**src/hdl/sct_pkg.sv**
```systemverilog
// ----------------------------------------------------------------------------
// sct_pkg: shared types and constants of the sine/cosine unit
// Fixed-point formats, reduction constants and the structs that the front
// end, the queue and the Taylor term pipeline exchange.
// ----------------------------------------------------------------------------
package sct_pkg;

  // Default number of Taylor terms after the leading one.
  localparam int unsigned TERMS_DEFAULT = 10;

  // Field widths.
  localparam int unsigned ANGLE_W = 32;   // Q8.24 input angle
  localparam int unsigned VALUE_W = 32;   // Q2.30 result
  localparam int unsigned M_W     = 32;   // magnitude of the shifted angle
  localparam int unsigned R_W     = 26;   // reduced angle, below pi
  localparam int unsigned RR_W    = 2 * R_W;
  localparam int unsigned X2_W    = 32;   // r squared, Q4.28
  localparam int unsigned TERM_W  = 32;   // term magnitude, Q28
  localparam int unsigned ACC_W   = 36;   // signed partial sum, Q28
  localparam int unsigned SUM_W   = 33;   // rounded product ahead of the divide
  localparam int unsigned RECIP_W = 31;   // reciprocal of a term divisor
  localparam int unsigned QUOT_W  = 6;    // quotient of the reduction by pi
  localparam int unsigned TERM_FRAC = 28;
  localparam int unsigned X2_SHIFT  = 20;

  // Reduction by pi: quotient estimate is (m * RECIP_PI) >> RECIP_PI_SHIFT,
  // low by at most one.
  localparam logic [R_W-1:0]          PI_Q24         = 26'd52707179;
  localparam logic signed [ANGLE_W:0] HALFPI_Q24     = 33'sd26353589;
  localparam logic [12:0]             RECIP_PI       = 13'd5215;
  localparam int unsigned             RECIP_PI_SHIFT = 38;

  localparam logic [TERM_W-1:0]         ONE_TERM = 32'd268435456;
  localparam logic signed [ACC_W-1:0]   ONE_ACC  = 36'sd268435456;
  localparam logic signed [VALUE_W-1:0] ONE_Q30  = 32'sd1073741824;

  localparam int unsigned QUEUE_DEPTH = 4;

  // Beat that crosses the queue from the front end to the term pipeline.
  typedef struct packed {
    logic            flip;
    logic [X2_W-1:0] x2;
  } item_t;

  // Stage-to-stage bundle of the term pipeline.
  typedef struct packed {
    logic                    valid;
    logic                    flip;
    logic [X2_W-1:0]         x2;
    logic [TERM_W-1:0]       term;
    logic signed [ACC_W-1:0] acc;
  } term_bus_t;

endpackage

```
**src/hdl/sct_if.sv**
```systemverilog
// ----------------------------------------------------------------------------
// sct_if: handshake channels of the sine/cosine unit
// Request, internal queue and result channels, each with valid, ready and
// its payload.
// ----------------------------------------------------------------------------
interface sct_in_if;
  logic                                valid;
  logic                                ready;
  logic                                operation;
  logic signed [sct_pkg::ANGLE_W-1:0]  angle;

  modport source (output valid, output operation, output angle, input ready);
  modport sink   (input valid, input operation, input angle, output ready);
endinterface

interface sct_q_if;
  logic            valid;
  logic            ready;
  sct_pkg::item_t  item;

  modport source (output valid, output item, input ready);
  modport sink   (input valid, input item, output ready);
endinterface


```
**src/hdl/sct_front.sv**
```systemverilog
// ----------------------------------------------------------------------------
// sct_front: range reduction front end
// Shifts a sine request to cosine, reduces the angle modulo pi and forms
// the squared remainder and the sign flip for the term pipeline.
// ----------------------------------------------------------------------------
module sct_front (
  input  logic      clk_i,
  input  logic      rst_ni,
  sct_in_if.sink    req_i,
  sct_q_if.source   q_o
);

  localparam int unsigned Stages = 7;
  localparam int unsigned QprodW = sct_pkg::M_W + 13;

  logic [Stages-1:0] vld_q;
  logic              en;

  logic                               op_q;
  logic signed [sct_pkg::ANGLE_W-1:0] angle_q;
  logic [sct_pkg::M_W-1:0]            m1_q, m2_q, m3_q;
  logic [sct_pkg::QUOT_W-1:0]         qe2_q, qe3_q;
  logic [sct_pkg::M_W-1:0]            qp3_q;
  logic [sct_pkg::R_W-1:0]            r4_q;
  logic                               flip4_q, flip5_q, flip6_q;
  logic [sct_pkg::RR_W-1:0]           rr5_q;
  logic [sct_pkg::X2_W-1:0]           x2_6_q;

  logic signed [sct_pkg::ANGLE_W:0] t;
  logic signed [sct_pkg::ANGLE_W:0] t_neg;
  logic [sct_pkg::M_W-1:0]          m_d;
  logic [QprodW-1:0]                qprod;
  logic [sct_pkg::QUOT_W-1:0]       qe_d;
  logic [sct_pkg::M_W-1:0]          qp_d;
  logic [sct_pkg::M_W-1:0]          r0;
  logic                             rwrap;
  logic [sct_pkg::R_W-1:0]          r_d;
  logic [sct_pkg::RR_W-1:0]         rr_d;
  logic [sct_pkg::RR_W-1:0]         rr_rnd;
  logic [sct_pkg::X2_W-1:0]         x2_d;

  // Advance whenever the last stage is empty or the queue takes its beat.
  assign en          = !vld_q[Stages-1] || q_o.ready;
  assign req_i.ready = en;

  assign q_o.valid     = vld_q[Stages-1];
  assign q_o.item.flip = flip6_q;
  assign q_o.item.x2   = x2_6_q;

  always_comb begin
    t      = op_q ? (sct_pkg::HALFPI_Q24 - 33'(angle_q)) : 33'(angle_q);
    t_neg  = -t;
    m_d    = t[sct_pkg::ANGLE_W] ? t_neg[sct_pkg::M_W-1:0] : t[sct_pkg::M_W-1:0];
    qprod  = QprodW'(m1_q) * QprodW'(sct_pkg::RECIP_PI);
    qe_d   = qprod[sct_pkg::RECIP_PI_SHIFT +: sct_pkg::QUOT_W];
    qp_d   = sct_pkg::M_W'(qe2_q) * sct_pkg::M_W'(sct_pkg::PI_Q24);
    r0     = m3_q - qp3_q;
    rwrap  = r0 >= sct_pkg::M_W'(sct_pkg::PI_Q24);
    r_d    = rwrap ? sct_pkg::R_W'(r0 - sct_pkg::M_W'(sct_pkg::PI_Q24))
                   : sct_pkg::R_W'(r0);
    rr_d   = sct_pkg::RR_W'(r4_q) * sct_pkg::RR_W'(r4_q);
    rr_rnd = rr5_q + (sct_pkg::RR_W'(1) << (sct_pkg::X2_SHIFT - 1));
    x2_d   = sct_pkg::X2_W'(rr_rnd >> sct_pkg::X2_SHIFT);
  end

  always_ff @(posedge clk_i or negedge rst_ni) begin
    if (!rst_ni) begin
      vld_q <= '0;
    end else if (en) begin
      vld_q <= {vld_q[Stages-2:0], req_i.valid};
    end
  end

  always_ff @(posedge clk_i) begin
    if (en) begin
      op_q    <= req_i.operation;
      angle_q <= req_i.angle;
      m1_q    <= m_d;
      m2_q    <= m1_q;
      qe2_q   <= qe_d;
      m3_q    <= m2_q;
      qe3_q   <= qe2_q;
      qp3_q   <= qp_d;
      r4_q    <= r_d;
      // Odd quotient flips the sign; a wrapped estimate was one short.
      flip4_q <= qe3_q[0] ^ rwrap;
      rr5_q   <= rr_d;
      flip5_q <= flip4_q;
      x2_6_q  <= x2_d;
      flip6_q <= flip5_q;
    end
  end

endmodule

```
**src/flat_wrapper.sv**
```systemverilog
// flat-port wrapper written by rule: the top's interface ports become plain ports
module sct_front_flat 
  (clk_i, rst_ni, req_i_valid, req_i_operation, req_i_angle, req_i_ready, q_o_valid, q_o_item, q_o_ready);
  sct_in_if req_i_i ();
  sct_q_if q_o_i ();
  input  logic clk_i;
  input  logic rst_ni;
  input wire logic [$bits(req_i_i.valid)-1:0] req_i_valid;
  input wire logic [$bits(req_i_i.operation)-1:0] req_i_operation;
  input wire logic [$bits(req_i_i.angle)-1:0] req_i_angle;
  output wire logic [$bits(req_i_i.ready)-1:0] req_i_ready;
  output wire logic [$bits(q_o_i.valid)-1:0] q_o_valid;
  output wire logic [$bits(q_o_i.item)-1:0] q_o_item;
  input wire logic [$bits(q_o_i.ready)-1:0] q_o_ready;
  assign req_i_i.valid = req_i_valid;
  assign req_i_i.operation = req_i_operation;
  assign req_i_i.angle = req_i_angle;
  assign req_i_ready = req_i_i.ready;
  assign q_o_valid = q_o_i.valid;
  assign q_o_item = q_o_i.item;
  assign q_o_i.ready = q_o_ready;
  sct_front u_core (.clk_i(clk_i), .rst_ni(rst_ni), .req_i(req_i_i), .q_o(q_o_i));
endmodule
```
**config.mk**
```make
export PLATFORM = sky130hd
export DESIGN_NAME = sct_front_flat
export DESIGN_NICKNAME = d
export VERILOG_FILES = /design/src/hdl/sct_pkg.sv /design/src/hdl/sct_if.sv /design/src/hdl/sct_front.sv /design/src/flat_wrapper.sv
export SDC_FILE = /design/constraint.sdc
export NUM_CORES = 2
export LEC_CHECK = 0
export BUFFER_PORTS_ARGS = -buffer_cell sky130_fd_sc_hd__clkbuf_2
export CAP_MARGIN = 20
export CORE_AREA = 2 2 289 263
export DETAILED_ROUTE_END_ITERATION = 10
export DIE_AREA = 0 0 291 265
export PLACE_DENSITY_LB_ADDON = 0.25
export SLEW_MARGIN = 20
export SYNTH_ARGS = -nofsm -noshare
export SYNTH_HDL_FRONTEND = slang
export SYNTH_SLANG_ARGS = --single-unit
```
**constraint.sdc**
```tcl
create_clock -name clk_i -period 14.5 [get_ports clk_i]
set_input_delay 0 -clock clk_i [delete_from_list [all_inputs] [get_ports clk_i]]
set_output_delay 0 -clock clk_i [all_outputs]
set_load 0.05 [all_outputs]
```
== After elaboration in Yosys (flattened, before gate mapping) ==
Cells that the tools add are included.
Operators by class
  muxes and demuxes: 3
  $mul: 3
  bitwise operators: 1
  magnitude comparators: 1
  reduce and logical (&&, ||, !) cells: 2
  add/subtract/negate cells: 5
Operators with widths (count)
  adder 52 x 20 -> 52 bit, second input constant: 1
  multiplier 26 x 26 -> 52 bit: 1
  multiplier 32 x 13 -> 44 bit, second input constant: 1
  2-to-1 mux 33 bit: 1
  subtractor 26 x 32 -> 33 bit, first input constant: 1
  greater-or-equal comparator 32 x 26 -> 1 bit, second input constant: 1
  multiplier 6 x 26 -> 32 bit, second input constant: 1
  2-to-1 mux 32 bit: 1
  negator 32 bit: 1
  subtractor 32 bit: 1
  2-to-1 mux 26 bit: 1
  subtractor 26 bit, second input constant: 1
  zero test 1 bit: 1
  logical OR 1 bit: 1
  XOR 1 bit: 1
Word-level totals
  register bits after elaboration: 288

== Depth between registers and ports, before layout ==
  depth in word-level cells: 4
  depth in mapped cells: 28
  depth with buffers taken out: 28

== Worst setup path before layout ==
Ideal clock, no wire load.
  path kind: register to register
  start: reg u_core.vld_q[6]
  end: reg u_core.vld_q[0]
  data arrival time: 9.469 ns
  stages on the path, launching flop included: 4
  setup slack: 4.925 ns
  clock period less this slack: 9.575 ns
  library setup time: 0.107 ns
  buffers on the path: 1
  cells stage by stage: dfrtp_1 -> nand2b_1 -> clkbuf_1 -> mux2_2
Between the ends
  word-level cells in the longest chain between the ends: 2
RTL lines
  start: declaration: RTL line sct_front.sv:16  | logic [Stages-1:0] vld_q;
  start signal: assignment: RTL line sct_front.sv:70  | vld_q <= {vld_q[Stages-2:0], req_i.valid};
  zero test 1 bit: RTL line sct_front.sv:43  | assign en = !vld_q[Stages-1] || q_o.ready;
  logical OR 1 bit: RTL line sct_front.sv:43
  net req_i_ready: RTL line flat_wrapper.sv:11  | output wire logic [$bits(req_i_i.ready)-1:0] req_i_ready;
The timed path passes the listed nets, and every way through them passes these cells.
A chain may end at the register's enable or synchronous reset.

== Worst setup path after layout ==
  start: reg u_core.r4_q[10] (netlist bit)
  end: reg u_core.rr5_q[51] (netlist bit) (data pin)
Between the ends
  word-level cells in the longest chain between the ends: 1
RTL lines
  start: declaration: RTL line sct_front.sv:24  | logic [sct_pkg::R_W-1:0] r4_q;
  start signal: assignment: RTL line sct_front.sv:84  | r4_q <= r_d;
  multiplier 26 x 26 -> 52 bit: RTL line sct_front.sv:61  | rr_d = sct_pkg::RR_W'(r4_q) * sct_pkg::RR_W'(r4_q);
  net u_core.rr_d (one bit): RTL line sct_front.sv:38  | logic [sct_pkg::RR_W-1:0] rr_d;
  end signal: assignment: RTL line sct_front.sv:87  | rr5_q <= rr_d;
  end: declaration: RTL line sct_front.sv:26  | logic [sct_pkg::RR_W-1:0] rr5_q;
The timed path passes the listed nets, and every way through them passes these cells.

==> impl_metrics.tcl <==
set metrics [dict create \
    outcome "completed" \
    viasPerCell 5.246 \
    cts_buffer_depth 3 \
    slowest_delay_ps 1000 \
    syn2layout_area_growth_pct 7.188 \
    period_share_pct 60.98 \
    cts_setup_buffers 0 \
    numCtsBuffers 35 \
    max_freq_ghz 0.1131 \
    clk_latency_ps 570 \
    path_common_cell "fa_1" \
    initial_utilization_pct 54.55 \
    max_cap_viol_count 0 \
    grt-ovfl-total 0 \
    stdcell_count 4990 \
    drv_slew 0 \
    rsz0062_at_grt "false" \
    gp_routability_congestion 0.9234 \
    ant_nets 0 \
    fill_cells 6244 \
    crit_family "adder cells" \
    die_w_microns 291 \
    worst_slew_pin_slew_ps 1108 \
    layout_common_cells "inv_1, fa_1, ha_1" \
    dieArea_sq_mm 0.07712 \
    io_buffer_count 71 \
    pin_count 72 \
    wl_microns 85730 \
    startpoint_type "register" \
    grt_pass1_wl_microns 144900 \
    remaining_drc_errors 0 \
    synth_async_sr_flop_share_pct 2.612 \
    path_class "register to register" \
    core-area_sq_mm 0.07405 \
    n_antenna_cell 0 \
    critical_path.slowest_cell "a2111oi_2" \
    cp_num_buf_inv 5 \
    cts.clk_slew.worst_paths_ps 60 \
    vias 26179 \
    syn_area_sq_mm 0.04040 \
    syn_area_per_cell_sq_um 10.30 \
    drt_iter0_markers 1370 \
    synth_nets 5092 \
    dr.pass1.iters 5 \
    hold_violations 0 \
    fin_crit_ps 8842 \
    utilization_pct 58.48 \
    arrival_ps 9130 \
    synthDistinctLibCells 89 \
    hpwl_microns 70980 \
    synth-seq-area-share_pct 19.83 \
    maxSlewHeadroom_pct 25.97 \
    htree_num_levels 2 \
    drive_above_1_share_pct 4.403 \
    worstPathMaxFanout 22 \
    finalClockSkew_ps 23.28 \
    yosys_warnings 0 \
    dp.cells 4888 \
    finalSetupViolCount 0 \
    min_path_type "primary input to register" \
    final_nets 5162 \
    synthCells 3923 \
    synthFlopType "edfxtp_1" \
    worstPathRequired_ps 14790 \
    synth_edf_count 261 \
    grt_pass1_vias 28222 \
    die_y_microns 265 \
    cts.sinks 268 \
    cts_tree "yes" \
    end_kind "register" \
    layout.cells.most_common "inv_1" \
    root_buffer "clkbuf_16" \
    crit_chain "inv_1 -> nor2_1 -> inv_1 -> fa_1 -> inv_1 -> fa_1 -> fa_1 -> fa_1 -> fa_1 -> fa_1 -> inv_1 -> fa_1 -> inv_1 -> ha_1 -> a21o_1 -> a21oi_1 -> a21oi_1 -> nor4b_1 -> a211oi_1 -> a2111oi_2 -> o31ai_1 -> o41ai_1 -> xnor2_1" \
    placement_rows 95 \
    antenna_found_initial 0 \
    setup-tns-final_ps 0 \
    wl_per_cell_microns 17.18 \
    grt.total_usage_pct 23.57 \
    grt_max_degree 82 \
    ys_seq_elements 268 \
]
-- worst reg2reg max path, stage by stage (launching register included) --
cell and delay [ps]:
edfxtp_1 960, inv_1 380, nor2_1 360, inv_1 110, fa_1 490, inv_1 50
fa_1 490, fa_1 580, fa_1 430, fa_1 460, fa_1 490, inv_1 50
fa_1 470, inv_1 40, ha_1 320, a21o_1 210, a21oi_1 190, a21oi_1 100
nor4b_1 390, a211oi_1 150, a2111oi_2 1000, o31ai_1 320, o41ai_1 430, xnor2_1 110
-- synthesized netlist by cell type, types with 16 or more instances --
cell type,instances,area (sq um)
edfxtp_1,261,7838
ha_1,423,5293
nor3_1,23,115.1
nand3_1,44,220.2
inv_1,1002,3761
or3_1,16,100.1
nor2b_1,31,193.9
xor2_1,73,639.4
a211oi_1,20,150.1
nand2b_1,19,118.9
a21oi_1,130,650.6
xnor2_1,141,1235
and2_1,146,913.4
and3_1,23,143.9
a31oi_1,24,150.1
nand2_1,280,1051
o21ai_0,71,355.3
nor2_1,102,382.9
nand4_1,23,143.9
a21o_1,60,450.4
clkbuf_1,72,270.3
fa_1,709,14190
-- final timing paths --
kind | from | to | slack, ps | cells past startpoint
min in group asynchronous | rst_ni | u_core.vld_q[6]$_DFFE_PN0P_ | 400 | 3
setup / recovery | u_core.r4_q[10]$_DFFE_PP_ | u_core.rr5_q[51]$_DFFE_PP_ | 5660 | 23
hold reg to reg | u_core.m2_q[9]$_DFFE_PP_ | u_core.m3_q[9]$_DFFE_PP_ | 400 | 0
hold / removal | req_i_angle[12] | u_core.angle_q[12]$_DFFE_PP_ | 150 | 2
max in group asynchronous | rst_ni | u_core.vld_q[0]$_DFFE_PN0P_ | 13870 | 3
setup reg to reg | u_core.r4_q[10]$_DFFE_PP_ | u_core.rr5_q[51]$_DFFE_PP_ | 5660 | 23
-- sequential cells by signal, summed over array words and instances (netlist names), 6 cells and up --
name            count
u_core.m3_q        32
u_core.x2_6_q      32
u_core.rr5_q       33
u_core.vld_q        7
u_core.angle_q     32
u_core.m2_q        32
u_core.m1_q        32
u_core.r4_q        26
u_core.qe2_q        6
u_core.qp3_q       32
-- area by class of cell --
cell class | count | area (sq um) | area share [%]
clock buffer | 39 | 890.9 | 2.057
clock inverter | 25 | 295.3 | 0.6819
inverter | 1003 | 3765 | 8.694
multi-input combinational | 2566 | 28290 | 65.34
sequential | 268 | 8013 | 18.50
tap | 970 | 1214 | 2.803
timing repair buffer | 119 | 833.3 | 1.924
-- what timing repair did --
action,CTS,global route
hold buffers,36,0
endpoints found under the hold margin,41,0
gates resized for setup,0,0
-- cells by family after synthesis --
logic type	after synthesis	synth area share, %
AO/OA/AOI/OAI	450	7.405
AND/OR/NAND/NOR	756	9.341
buffers and inverters	1089	10.16
XOR/XNOR	214	4.639
flip-flops	268	19.83
multiplexers	14	0.3810
adder cells (fa/ha/maj)	1132	48.23
-- metrics by stage --
step / area, sq um / setup WS (ps) / hold WS (ps)
finish: 43300 / 5658 / 150.1
floorplan: 40400 / 4925 / -295.6
global route: 43300 / 5224 / 137.2
detailed placement: 41710 / 5729 / -156.8
CTS: 43260 / 5697 / 111.8
global placement: 41710 / 5865 / -158.4
-- routing by layer --
layer | vias up | global-route usage (%) | routed length (microns)
li1 | 12501 | - | -
met2 | 613 | 40.33 | 41690
met5 | - | 0 | 0
met3 | 113 | 3.848 | 4909
met4 | 0 | 5.587 | 1965
met1 | 12952 | 31.60 | 37170
Power is left out: the tool's default activity adds up to more than one toggle a clock period on the data nets, which glitch-free logic cannot reach.
