==> src/hdl/sct_pkg.sv <==
// ----------------------------------------------------------------------------
// sct_pkg: shared types and constants of the sine/cosine unit
// Fixed-point formats, reduction constants and the structs that the front
// end, the queue and the Taylor term pipeline exchange.
// ----------------------------------------------------------------------------
package sct_pkg;

  // Default number of Taylor terms after the leading one.
  localparam int unsigned TERMS_DEFAULT = 10;

  // Field widths.
  localparam int unsigned ANGLE_W = 32;   // Q8.24 input angle
  localparam int unsigned VALUE_W = 32;   // Q2.30 result
  localparam int unsigned M_W     = 32;   // magnitude of the shifted angle
  localparam int unsigned R_W     = 26;   // reduced angle, below pi
  localparam int unsigned RR_W    = 2 * R_W;
  localparam int unsigned X2_W    = 32;   // r squared, Q4.28
  localparam int unsigned TERM_W  = 32;   // term magnitude, Q28
  localparam int unsigned ACC_W   = 36;   // signed partial sum, Q28
  localparam int unsigned SUM_W   = 33;   // rounded product ahead of the divide
  localparam int unsigned RECIP_W = 31;   // reciprocal of a term divisor
  localparam int unsigned QUOT_W  = 6;    // quotient of the reduction by pi
  localparam int unsigned TERM_FRAC = 28;
  localparam int unsigned X2_SHIFT  = 20;

  // Reduction by pi: quotient estimate is (m * RECIP_PI) >> RECIP_PI_SHIFT,
  // low by at most one.
  localparam logic [R_W-1:0]          PI_Q24         = 26'd52707179;
  localparam logic signed [ANGLE_W:0] HALFPI_Q24     = 33'sd26353589;
  localparam logic [12:0]             RECIP_PI       = 13'd5215;
  localparam int unsigned             RECIP_PI_SHIFT = 38;

  localparam logic [TERM_W-1:0]         ONE_TERM = 32'd268435456;
  localparam logic signed [ACC_W-1:0]   ONE_ACC  = 36'sd268435456;
  localparam logic signed [VALUE_W-1:0] ONE_Q30  = 32'sd1073741824;

  localparam int unsigned QUEUE_DEPTH = 4;

  // Beat that crosses the queue from the front end to the term pipeline.
  typedef struct packed {
    logic            flip;
    logic [X2_W-1:0] x2;
  } item_t;

  // Stage-to-stage bundle of the term pipeline.
  typedef struct packed {
    logic                    valid;
    logic                    flip;
    logic [X2_W-1:0]         x2;
    logic [TERM_W-1:0]       term;
    logic signed [ACC_W-1:0] acc;
  } term_bus_t;

endpackage

==> src/hdl/sct_if.sv <==


interface sct_q_if;
  logic            valid;
  logic            ready;
  sct_pkg::item_t  item;

  modport source (output valid, output item, input ready);
  modport sink   (input valid, input item, output ready);
endinterface


==> src/hdl/sct_fifo.sv <==
// ----------------------------------------------------------------------------
// sct_fifo: decoupling queue
// Short register queue between the front end and the term pipeline.
// ----------------------------------------------------------------------------
module sct_fifo (
  input  logic      clk_i,
  input  logic      rst_ni,
  sct_q_if.sink     push_i,
  sct_q_if.source   pop_o
);

  localparam int unsigned Depth = sct_pkg::QUEUE_DEPTH;
  localparam int unsigned PtrW  = $clog2(Depth);

  sct_pkg::item_t  mem_q [Depth];
  logic [PtrW-1:0] wr_q, rd_q;
  logic [PtrW:0]   cnt_q;
  logic            push, pop;

  assign push_i.ready = cnt_q != (PtrW+1)'(Depth);
  assign pop_o.valid  = cnt_q != '0;
  assign pop_o.item   = mem_q[rd_q];
  assign push         = push_i.valid && push_i.ready;
  assign pop          = pop_o.valid && pop_o.ready;

  always_ff @(posedge clk_i or negedge rst_ni) begin
    if (!rst_ni) begin
      wr_q  <= '0;
      rd_q  <= '0;
      cnt_q <= '0;
    end else begin
      if (push) begin
        wr_q <= (wr_q == PtrW'(Depth - 1)) ? '0 : wr_q + 1'b1;
      end
      if (pop) begin
        rd_q <= (rd_q == PtrW'(Depth - 1)) ? '0 : rd_q + 1'b1;
      end
      if (push && !pop) begin
        cnt_q <= cnt_q + 1'b1;
      end else if (pop && !push) begin
        cnt_q <= cnt_q - 1'b1;
      end
    end
  end

  always_ff @(posedge clk_i) begin
    if (push) begin
      mem_q[wr_q] <= push_i.item;
    end
  end

`ifndef SYNTHESIS
  a_cnt_bound: assert property (@(posedge clk_i) disable iff (!rst_ni)
    cnt_q <= (PtrW+1)'(Depth))
    else $error("queue count beyond depth");

  a_ptr_match: assert property (@(posedge clk_i) disable iff (!rst_ni)
    (cnt_q == '0 || cnt_q == (PtrW+1)'(Depth)) |-> wr_q == rd_q)
    else $error("queue pointers disagree with count");

  a_head_hold: assert property (@(posedge clk_i) disable iff (!rst_ni)
    (pop_o.valid && !pop_o.ready) |=> pop_o.item == $past(pop_o.item))
    else $error("queue head overwritten while stalled");
`endif

endmodule

==> src/flat_wrapper.sv <==
// flat-port wrapper written by rule: the top's interface ports become plain ports
module sct_fifo_flat 
  (clk_i, rst_ni, push_i_valid, push_i_item, push_i_ready, pop_o_valid, pop_o_item, pop_o_ready);
  sct_q_if push_i_i ();
  sct_q_if pop_o_i ();
  input  logic clk_i;
  input  logic rst_ni;
  input wire logic [$bits(push_i_i.valid)-1:0] push_i_valid;
  input wire logic [$bits(push_i_i.item)-1:0] push_i_item;
  output wire logic [$bits(push_i_i.ready)-1:0] push_i_ready;
  output wire logic [$bits(pop_o_i.valid)-1:0] pop_o_valid;
  output wire logic [$bits(pop_o_i.item)-1:0] pop_o_item;
  input wire logic [$bits(pop_o_i.ready)-1:0] pop_o_ready;
  assign push_i_i.valid = push_i_valid;
  assign push_i_i.item = push_i_item;
  assign push_i_ready = push_i_i.ready;
  assign pop_o_valid = pop_o_i.valid;
  assign pop_o_item = pop_o_i.item;
  assign pop_o_i.ready = pop_o_ready;
  sct_fifo u_core (.clk_i(clk_i), .rst_ni(rst_ni), .push_i(push_i_i), .pop_o(pop_o_i));
endmodule
==> config.mk <==
export PLATFORM = sky130hd
export DESIGN_NAME = sct_fifo_flat
export DESIGN_NICKNAME = d
export VERILOG_FILES = /design/src/hdl/sct_pkg.sv /design/src/hdl/sct_if.sv /design/src/hdl/sct_fifo.sv /design/src/flat_wrapper.sv
export SDC_FILE = /design/constraint.sdc
export NUM_CORES = 1
export LEC_CHECK = 0
export BUFFER_PORTS_ARGS = -buffer_cell sky130_fd_sc_hd__buf_2
export CORE_MARGIN = 4
export CORE_UTILIZATION = 53
export DETAILED_ROUTE_END_ITERATION = 8
export GPL_TIMING_DRIVEN = 0
export PLACE_DENSITY = 0.74
export REMOVE_ABC_BUFFERS = 1
export SYNTH_ARGS = -nofsm -noshare
export SYNTH_HDL_FRONTEND = slang
export SYNTH_SLANG_ARGS = --single-unit
==> constraint.sdc <==
create_clock -name clk_i -period 3.5 [get_ports clk_i]
set_clock_uncertainty 0.05 [all_clocks]
set_input_delay 0.175 -clock clk_i [delete_from_list [all_inputs] [get_ports clk_i]]
set_output_delay 0.175 -clock clk_i [all_outputs]
set_load 0.05 [all_outputs]
### Yosys cells after proc, flatten, opt, wreduce, memory -nomap -nowiden

Memory sizes are Yosys's and may differ from the RTL's.
Cells that the tools add are included.

* add/subtract/negate cells: 4
* multiplexer cells: 6
* equal/unequal tests: 3
* reduce and logical (&&, ||, !) cells: 8

Operators with widths (count)
* 3-bit two-way mux: 2
* 2-bit by 1-bit adder with 2-bit output, second input constant: 2
* 2-bit == test, second input constant: 2
* 1-bit logical AND: 4
* 2-bit two-way mux: 2
* 3-bit by 1-bit adder with 3-bit output, second input constant: 1
* 3-bit inequality test, second input constant: 1
* 3-bit nonzero test: 1
* 3-bit by 1-bit subtractor with 3-bit output, second input constant: 1
* 1-bit zero test: 2
* 1-bit two-way mux: 2
* 2-bit nonzero test: 1

* logic and storage cells: 25
* memories kept: 1
* RAM bits: 132
* register bits: 7

Memories
* u_core.mem_q: depth 4, bits a word 33, read ports 1, clocked after Yosys merged registers in 0, write ports 1, line sct_fifo.sv:15 `sct_pkg::item_t mem_q [Depth];`

### Longest topological paths before layout

Gate-level depths: netlist of run 1.

* depth in word-level cells: 6
* gate-level depth with buffers: 8
* mapped depth without buffers: 8

### Worst setup path before layout of run 1

OpenSTA, ideal clock, no wires.

* kind: flip-flop to flip-flop
* from: reg u_core.cnt_q[0]
* to: reg u_core.cnt_q[2]
* clock period less this slack: 2.363 ns
* slack: 1.137 ns
* cell stages (with the launch flop): 9
* setup time: 0.079 ns
* arrival time: 2.234 ns
* buffers on the path: 0
* path through: dfrtp_1 -> or3_2 -> nand2_1 -> ha_1 -> inv_1 -> fa_1 -> xor2_1 -> nor2_1 -> xor2_1

* longest elaborated chain between the ends: 5

RTL lines
* from (decl): line sct_fifo.sv:17 `logic [PtrW:0] cnt_q;`
* from (signal assigned): line sct_fifo.sv:39 `cnt_q <= cnt_q + 1'b1;`
* from (signal assigned): line sct_fifo.sv:41 `cnt_q <= cnt_q - 1'b1;`
* 3-bit nonzero test *: line sct_fifo.sv:21 `assign pop_o.valid = cnt_q != '0;`
* named net pop_o_valid: line flat_wrapper.sv:11 `output wire logic [$bits(pop_o_i.valid)-1:0] pop_o_valid;`
* 1-bit logical AND *: line sct_fifo.sv:24 `assign pop = pop_o.valid && pop_o.ready;`
* 1-bit zero test: line sct_fifo.sv:38 `if (push && !pop) begin`
* 1-bit logical AND: line sct_fifo.sv:38
* 3-bit two-way mux or 2-bit nonzero test (tied branches)

The timed path passes the listed nets; every way through them passes the cells marked *. The select of a mux whose other input is x is not followed.
A chain may end at the register's enable or synchronous reset.

### Worst setup path in the final report of run 1

* from: reg u_core.rd_q[0]
* to: out pop_o_item[32]

* longest elaborated chain between the ends: 1

RTL lines
* from (decl): line sct_fifo.sv:16 `logic [PtrW-1:0] wr_q, rd_q;`
* from (signal assigned): line sct_fifo.sv:36 `rd_q <= (rd_q == PtrW'(Depth - 1)) ? '0 : rd_q + 1'b1;`
* memory read 4 x 33 bit
* to (decl): line flat_wrapper.sv:12 `output wire logic [$bits(pop_o_i.item)-1:0] pop_o_item;`

Every way passes these cells.

==> run metrics, run 1 <==
Fin Setup TNS 0 ns; Slew Limit Fails 0; Pwr Density 965 mW/mm²; Residual DRC 0; flip-flop and latch count after synthesis 139; first-pass GRT wire length 14.5 mm; post-route clock period utilization 0.725; Synth cell types 19; achievable frequency 0.394 GHz; Die Area 0.0115 mm²; Longest Clk Path Bufs 2; Ports 72; Worst EP arrival 2.31 ns; via count 2478; final wirelength 8.99 mm; H-tree depth 4; IO buf count 71; Initial Util 0.554; DRT antenna net count 0; status finished clean; Fin. Hold Viols 0; largest net degree at the start of global routing 36; Crit Path Category flip-flop to output port; hold path startpoint pop_o_ready; worst r2r path cells 8; root buf cell clkbuf_8; mean routed wirelength per cell 19.2 µm; worst-path fanout max 19; headroom to the max-slew limit 0.391; gr usage total 0.174; RSZ-0062 raised after global routing false; cell row count 35; Max Cap Violations 0; placer congestion estimate 0.669; dpl hpwl 4.78 mm; Worst path slowest cell dfrtp_2; post-cts sizing count 0; CP delay by family, top flip-flops; reg-to-reg critical path startpoint u_core.cnt_q[0]$_DFFE_PN0P_; crit-path max cell delay 0.76 ns; required time of the critical path 3.27 ns; P_leak 2.33 nW; Layout area overhead 27.2%; Hold EP u_core.rd_q[1]$_DFFE_PN0P_; Synth Cell Area 0.00520 mm²; DR iter-0 viols 118; diodes inserted 0; Sink Count 139; VDD IR max 0.000589 V; Seq/Total Area, Yosys 0.797; crit end category output port; initial antenna violation count 0; vias in the first global route 2745; die height 107 µm; CP cell instances buf_12 -> mux4_2 -> buf_2; total CTS buffers 17; core outline area 0.00937 mm²; fin nets 371; Buffers & Inverters on Critical Path 2; synthesized instance count 209; vias per cell 5.28; Die Span X 107 µm; TritonCTS clock tree done; clock latency on the worst-skew pair 0.51 ns; clock-pin slew on the worst setup and hold paths 0.06 ns; R2R Path End u_core.cnt_q[2]$_DFFE_PN0P_; Worst Tran Pin Value 0.914 ns; drt pass-1 iters 4; startpoint types flip-flop; min cycle time layout 2.54 ns; fraction of layout cells with a size suffix above 1 0.441; Final Util 0.705; WHS Path Cells 3; # fillers 603; syn_area_per_cell 24.9 µm²; HP Class primary input to flip-flop; remaining global-route overflow 0; Yosys Warn Count 0; r2r setup slk 1.16 ns; Final setup viols 0
==> power breakdown <==
part | switching, mW | internal [mW]
clock network | 0.673 | 1.01
registers | 0.241 | 2.21
logic | 1.48 | 0.755
total | 2.39 | 3.98
==> layout by cell type (no fill, tap or decap) <==
master / instances
clkbuf_1: 1
clkbuf_8: 1
edfxtp_1: 132
clkinv_2: 2
buf_12: 1
inv_6: 1
clkbuf_16: 16
ha_1: 6
xnor2_1: 1
nand2_1: 1
fa_1: 1
inv_1: 3
buf_2: 71
clkinvlp_4: 7
clkinv_4: 2
dlygate4sd3_1: 35
bufinv_16: 2
mux4_2: 33
mux2_2: 3
or3b_4: 1
or3_2: 1
and3_2: 4
nor2_1: 3
dfrtp_2: 2
xor2_1: 2
mux2_4: 2
and2_4: 1
dfrtp_1: 5
==> registers in the layout, indices dropped and copies added, names as in the netlist <==
| name | count |
|---|---|
| u_core.rd_q | 2 |
| u_core.cnt_q | 3 |
| u_core.wr_q | 2 |
| u_core.mem_q | 132 |
==> worst reg2reg max path: cells and delay by family (launching register included) <==
family        cells  cell delay (ns)
flops             1             0.44
xor+xnor          2             0.34
buf+inv           1             0.06
simple gates      3             0.80
fa+ha+maj         2             0.57
==> through the flow <==
stage / instances / worst slack (ns) / hold slack, ns / cell area (µm²) / power (mW)
2_1_floorplan: 201 / 1.00 / -0.171 / 5150 / 4.17
3_3_place_gp: 401 / 0.376 / -0.0333 / 5670 / 4.68
3_5_place_dp: 402 / 1.19 / -0.0304 / 5690 / 4.72
4_1_cts: 469 / 0.872 / 0.0156 / 6610 / 6.44
5_1_grt: 469 / 0.791 / 0.0404 / 6610 / 6.65
6_report: 469 / 0.962 / 0.0454 / 6610 / 6.37
==> area by class of cell <==
class / count / area (µm²) / area share
Timing Repair Buffer: 107 / 726 / 0.110
Multi-Input combinational cell: 59 / 1000 / 0.151
Tap cell: 129 / 161 / 0.0244
Inverter: 3 / 11.3 / 0.00170
Clock buffer: 18 / 418 / 0.0632
Sequential cell: 139 / 4140 / 0.627
Clock inverter: 14 / 149 / 0.0225
==> cells by family (layout without fill, tap and decap cells) <==
logic type,after synthesis,in the layout,synth area share
xor gates and xnor gates,3,3,0.00506
and+or+nand+nor,11,11,0.0140
adders and majority gates,7,7,0.0183
DFF,139,139,0.797
buffers and inverters,11,142,0.0108
muxes,38,38,0.155
==> metal layers <==
layer / global-route usage / up-vias / part of all wire / routed length, µm
met5: 0 / - / 0 / 0
met4: 0.0630 / 0 / 0.0063 / 57
met3: 0.0614 / 10 / 0.052 / 467
met2: 0.279 / 74 / 0.50 / 4510
met1: 0.221 / 1273 / 0.44 / 3950
li1: - / 1121 / - / -
==> worst max-delay path by stage <==
stage	cells past startpoint	end	startpoint	slack [ns]
floorplan	1	pop_o_item[0]	u_core.rd_q[0]$_DFFE_PN0P_	1.00
global placement	2	pop_o_item[21]	u_core.rd_q[0]$_DFFE_PN0P_	0.38
detailed placement	8	u_core.cnt_q[2]$_DFFE_PN0P_	u_core.cnt_q[0]$_DFFE_PN0P_	1.19
CTS	3	pop_o_item[22]	u_core.rd_q[0]$_DFFE_PN0P_	0.87
global route	3	pop_o_item[9]	u_core.rd_q[0]$_DFFE_PN0P_	0.79
finish	3	pop_o_item[32]	u_core.rd_q[0]$_DFFE_PN0P_	0.96
==> Yosys cell counts <==
cell,instances,area share
edfxtp_1,132,0.76
mux4_2,33,0.14
dfrtp_1,7,0.034
ha_1,6,0.014
and3_2,4,0.0058
buf_2,3,0.0029
buf_4,3,0.0043
inv_1,3,0.0022
mux2_2,3,0.0065
nor2_1,3,0.0022
buf_1,2,0.0014
mux2_4,2,0.0058
xor2_1,2,0.0034
and2_4,1,0.0017
fa_1,1,0.0039
nand2_1,1,0.00072
or3_2,1,0.0014
or3b_4,1,0.0022
xnor2_1,1,0.0017
==> timing repair <==
item | in CTS | in global routing
hold buffers | 35 | 0
hold endpoints to repair | 139 | 0
setup buffers | 0 | 0
No activity file was read; power rests on OpenSTA's default activity.
==> run 2, diff against run 1 <==
==> constraint.sdc (replaced) <==
create_clock -name clk_i -period 2.53 [get_ports clk_i]
set_clock_uncertainty 0.05 [all_clocks]
set_input_delay 0.1265 -clock clk_i [delete_from_list [all_inputs] [get_ports clk_i]]
set_output_delay 0.1265 -clock clk_i [all_outputs]
set_load 0.05 [all_outputs]
==> run metrics, run 2 (synthesis results as in run 1) <==
Fin. Hold Viols 0; Crit. Startpoint u_core.rd_q[0]$_DFFE_PN0P_; Layout area overhead 27.4%; Worst path slowest cell dfrtp_4; core outline area 0.00937 mm²; cell row count 35; achievable frequency 0.424 GHz; startpoint types flip-flop; gr usage total 0.174; Pwr Density 1330 mW/mm²; Crit Path Category flip-flop to output port; IO buf count 71; reg-to-reg critical path startpoint u_core.cnt_q[0]$_DFFE_PN0P_; first-pass GRT wire length 14.5 mm; dpl cell area 0.00569 mm²; Slew Limit Fails 0; HP Class primary input to flip-flop; root buf cell clkbuf_8; switching part of the total 0.375; part of the power in the clock network 0.264; Residual DRC 0; power share of the sequential group 0.385; Worst EP arrival 2.18 ns; setup slack at placement 0.223 ns; fraction of layout cells with a size suffix above 1 0.440; remaining global-route overflow 0; placer congestion estimate 0.669; DRT antenna net count 0; commonest non-fill, non-tap cell in the layout edfxtp_1; worst-path fanout max 19; hold path startpoint push_i_valid; Die Span X 107 µm; P_leak 2.33 nW; total CTS buffers 17; final instance area 0.00662 mm²; Most flops, register u_core.mem_q; headroom to the max-slew limit 0.394; clock-pin slew on the worst setup and hold paths 0.06 ns; largest registers u_core.mem_q (132), u_core.cnt_q (3); Switch Pwr 3.30 mW; fin nets 372; final wirelength 9.00 mm; post-route clock period utilization 0.932; crit end category output port; initial antenna violation count 0; Die Area 0.0115 mm²; Largest register FFs 132; crit-path max cell delay 0.66 ns; Initial Util 0.554; commonest non-fill, non-tap cells in the layout edfxtp_1 (132), buf_2 (71), dlygate4sd3_1 (36); largest net degree at the start of global routing 36; Worst Tran Pin Value 0.909 ns; DR iter-0 viols 126; TritonCTS clock tree done; setup ws final 0.171 ns; power share of the combinational group 0.351; CP cell instances buf_12 -> mux4_2 -> buf_2; H-tree depth 4; dpl hpwl 4.78 mm; VDD IR max 0.000814 V; vias in the first global route 2757; status finished clean; Pint 5.51 mW; Max Cap Violations 0; Ports 72; vias per cell 5.29; via count 2486; die height 107 µm; drt pass-1 iters 4; Longest Clk Path Bufs 2; Sink Count 139; min cycle time layout 2.36 ns; RSZ-0062 raised after global routing false; clock latency on the worst-skew pair 0.51 ns; required time of the critical path 2.35 ns; Final setup viols 0; diodes inserted 0; mean routed wirelength per cell 19.2 µm
[run 2: changes by cell type in the layout (fill, tap and decap cells not counted)]
| cell | before | now |
|---|---|---|
| dlygate4sd3_1 | 35 | 36 |
| dfrtp_4 | 0 | 1 |
| dfrtp_2 | 2 | 1 |
[run 2: what timing repair did]
action | 4_1_cts | 5_1_grt
endpoints found under the setup margin | 18 | 0
hold buffers | 36 | 0
hold endpoints to repair | 141 | 0
gates resized for setup | 1 | 0
setup buffers | 0 | 0
[run 2: critical path: cells and delay by family (launching register included)]
family / cells / cell delay, ns
flip-flops: 1 / 0.66
multiplexers: 1 / 0.53
buffers and inverters: 2 / 0.48
[run 2: layout make-up]
class	count	area, µm²
clock buffer	18	418
clock inverter	14	149
fill	602	2750
inverter	3	11.3
multi-input combinational	59	1000
sequential	139	4140
tap	129	161
timing repair buffer	108	736
[run 2: layer usage]
layer	routed length, µm	global-route usage	share of wire	up-vias
met3	470	0.0614	0.052	10
met1	3960	0.222	0.44	1273
met5	0	0	0	-
met4	87	0.0630	0.0097	0
li1	-	-	-	1124
met2	4490	0.280	0.50	79
[run 2: worst paths after layout]
kind	slack (ns)	cells after the start	to
min in group asynchronous	0.52	3	u_core.wr_q[1]$_DFFE_PN0P_
worst max register to register	0.19	8	u_core.cnt_q[2]$_DFFE_PN0P_
worst min-delay path	0.05	3	u_core.wr_q[1]$_DFFE_PN0P_
max in group asynchronous	1.63	3	u_core.rd_q[0]$_DFFE_PN0P_
worst max-delay path	0.17	3	pop_o_item[32]
worst min register to register	0.43	1	u_core.cnt_q[2]$_DFFE_PN0P_
[run 2: through the flow]
stage / total power, mW / instances / hold slack, ns / util / setup TNS (ns)
finish: 8.82 / 470 / 0.0494 / 0.706 / 0
global route: 9.21 / 470 / 0.0277 / 0.706 / 0
CTS: 8.92 / 470 / 0.0268 / 0.706 / 0
detailed placement: 6.53 / 402 / -0.0789 / 0.607 / 0
global placement: 6.48 / 401 / -0.0818 / 0.605 / -17.71
floorplan: 5.77 / 201 / -0.219 / - / 0
[run 2: power groups by stage]
stage,clock (mW),sequential [mW],combinational [mW]
4_1_cts,2.36,3.41,3.14
5_1_grt,2.48,3.47,3.26
3_5_place_dp,0,3.45,3.08
2_1_floorplan,0,3.38,2.39
6_report,2.33,3.40,3.09
3_3_place_gp,0,3.50,2.98
==> run 3, diff against run 2 <==
--- a/config.mk
+++ b/config.mk
@@ -7,10 +7,9 @@
 export LEC_CHECK = 0
 export BUFFER_PORTS_ARGS = -buffer_cell sky130_fd_sc_hd__buf_2
 export CORE_MARGIN = 4
-export CORE_UTILIZATION = 53
+export CORE_UTILIZATION = 25
 export DETAILED_ROUTE_END_ITERATION = 8
 export GPL_TIMING_DRIVEN = 0
-export PLACE_DENSITY = 0.74
 export REMOVE_ABC_BUFFERS = 1
 export SYNTH_ARGS = -nofsm -noshare
 export SYNTH_HDL_FRONTEND = slang
==> run metrics, run 3 (synthesis results as in run 1) <==
Initial Util 0.255; Sink Count 139; post-CTS setup buffers 0; H-tree depth 4; Final setup viols 0; crit end category flip-flop; largest registers u_core.mem_q (132), u_core.cnt_q (3); core outline area 0.0204 mm²; met1 usage 0.103; root buf cell clkbuf_16; gr usage total 0.0870; Slew Limit Fails 0; total CTS buffers 17; Most flops, register u_core.mem_q; M3 GR Usage 0.0321; vias per cell 4.04; DRT antenna net count 0; VDD IR max 0.000591 V; Fin Hold WS 0.0759 ns; Max Cap Violations 0; P_leak 2.36 nW; CP cell instances or3_2 -> nand2_1 -> ha_1 -> inv_1 -> fa_1 -> xor2_1 -> nor2_1 -> xor2_1; Worst Tran Pin Value 0.964 ns; r2r setup slk 0.22 ns; vias in the first global route 2782; fraction of layout cells with a size suffix above 1 0.434; M2 GR Usage 0.141; final wirelength 9.49 mm; status finished clean; Layout area overhead 31.5%; min cycle time layout 2.31 ns; crit-path max cell delay 0.52 ns; IO buf count 71; die height 152 µm; dpl hpwl 5.89 mm; CP most frequent cell xor2_1; GR peak layer met2; achievable frequency 0.432 GHz; clock latency on the worst-skew pair 0.41 ns; via count 2463; commonest non-fill, non-tap cell in the layout edfxtp_1; TritonCTS clock tree done; Hold EP u_core.rd_q[1]$_DFFE_PN0P_; post-route clock period utilization 0.914; reg-to-reg critical path startpoint u_core.cnt_q[0]$_DFFE_PN0P_; first-pass GRT wire length 15.4 mm; setup slack at placement 0.247 ns; fin nets 372; largest net degree at the start of global routing 36; drt pass-1 iters 4; setup ws final 0.217 ns; HP Class primary input to flip-flop; DR iter-0 viols 72; Worst EP arrival 2.59 ns; final instance area 0.00683 mm²; worst-path fanout max 4; Die Area 0.0232 mm²; Pwr Density 1320 mW/mm²; cell row count 52; Longest Clk Path Bufs 2; Ports 72; dpl cell area 0.00587 mm²; RSZ-0062 raised after global routing false; Buffers & Inverters on Critical Path 1; placer congestion estimate 0.633; clock-pin slew on the worst setup and hold paths 0.06 ns; Worst path slowest cell or3_2; required time of the critical path 2.81 ns; Crit Path Category flip-flop to flip-flop; diodes inserted 0; Largest register FFs 132; WHS Path Cells 3; hold path startpoint pop_o_ready; Residual DRC 0; Fin. Hold Viols 0; commonest non-fill, non-tap cells in the layout edfxtp_1 (132), buf_2 (71), dlygate4sd3_1 (36); headroom to the max-slew limit 0.357; remaining global-route overflow 0; R2R Path End u_core.cnt_q[2]$_DFFE_PN0P_; CP delay by family, top simple AND/OR/NAND/NOR gates; mean routed wirelength per cell 15.6 µm; startpoint types flip-flop; initial antenna violation count 0; worst r2r path cells 8; Die Span X 152 µm
==> run 3: changes by cell type in the layout (fill, tap and decap cells not counted), sizes merged <==
cell	delta
bufinv	+2
clkinvlp	-4
==> run 3: layer usage <==
layer  routed length, µm  up-vias  part of all wire
li1                    -     1115                 -
met1                4130     1279              0.44
met2                4810       57              0.51
met3                 370       12             0.039
met4                 179        0             0.019
met5                   0        -                 0
==> run 3: worst max path at each step <==
stage                                start                           to  slack (ns)  cells after the start
2_1_floorplan   u_core.rd_q[0]$_DFFE_PN0P_                pop_o_item[0]        0.08                      1
3_3_place_gp    u_core.rd_q[0]$_DFFE_PN0P_                pop_o_item[4]       -0.61                      2
3_5_place_dp   u_core.cnt_q[0]$_DFFE_PN0P_  u_core.cnt_q[2]$_DFFE_PN0P_        0.25                      8
4_1_cts         u_core.rd_q[0]$_DFFE_PN0P_                pop_o_item[4]        0.06                      3
5_1_grt        u_core.cnt_q[0]$_DFFE_PN0P_  u_core.cnt_q[2]$_DFFE_PN0P_        0.12                      8
6_report       u_core.cnt_q[0]$_DFFE_PN0P_  u_core.cnt_q[2]$_DFFE_PN0P_        0.22                      8
==> run 3: layout make-up <==
type	count	area, µm²
flip-flops and latches	139	4140
clock buffers	18	429
inverters	3	11.3
multi-input cells	59	1000
fillers	1945	13500
clock inverters	12	174
well taps	270	338
repair buffers	108	736
==> run 3: through the flow <==
stage	power [mW]	instances	util	setup TNS [ns]
5_1_grt	9.48	609	0.336	0
6_report	9.05	609	0.336	0
3_3_place_gp	6.52	542	0.287	-19.87
4_1_cts	9.22	609	0.335	0
3_5_place_dp	6.61	543	0.288	0
2_1_floorplan	5.77	201	-	0
==> run 3: what timing repair did <==
action | in CTS | in global routing
endpoints found under the setup margin | 0 | 5
hold buffers | 36 | 0
endpoints found under the hold margin | 139 | 0
resized for setup | 0 | 1
==> run 3: power breakdown <==
group          internal (mW)  switching, mW
Combinational           1.05           2.08
Sequential              3.07          0.316
Clock                   1.63          0.905
==> run 3: worst register-to-register path, cell delays in order (launching register included) <==
cell and delay, ns:
dfrtp_1 0.44, or3_2 0.52, nand2_1 0.15, ha_1 0.21, inv_1 0.06, fa_1 0.37
xor2_1 0.17, nor2_1 0.11, xor2_1 0.16
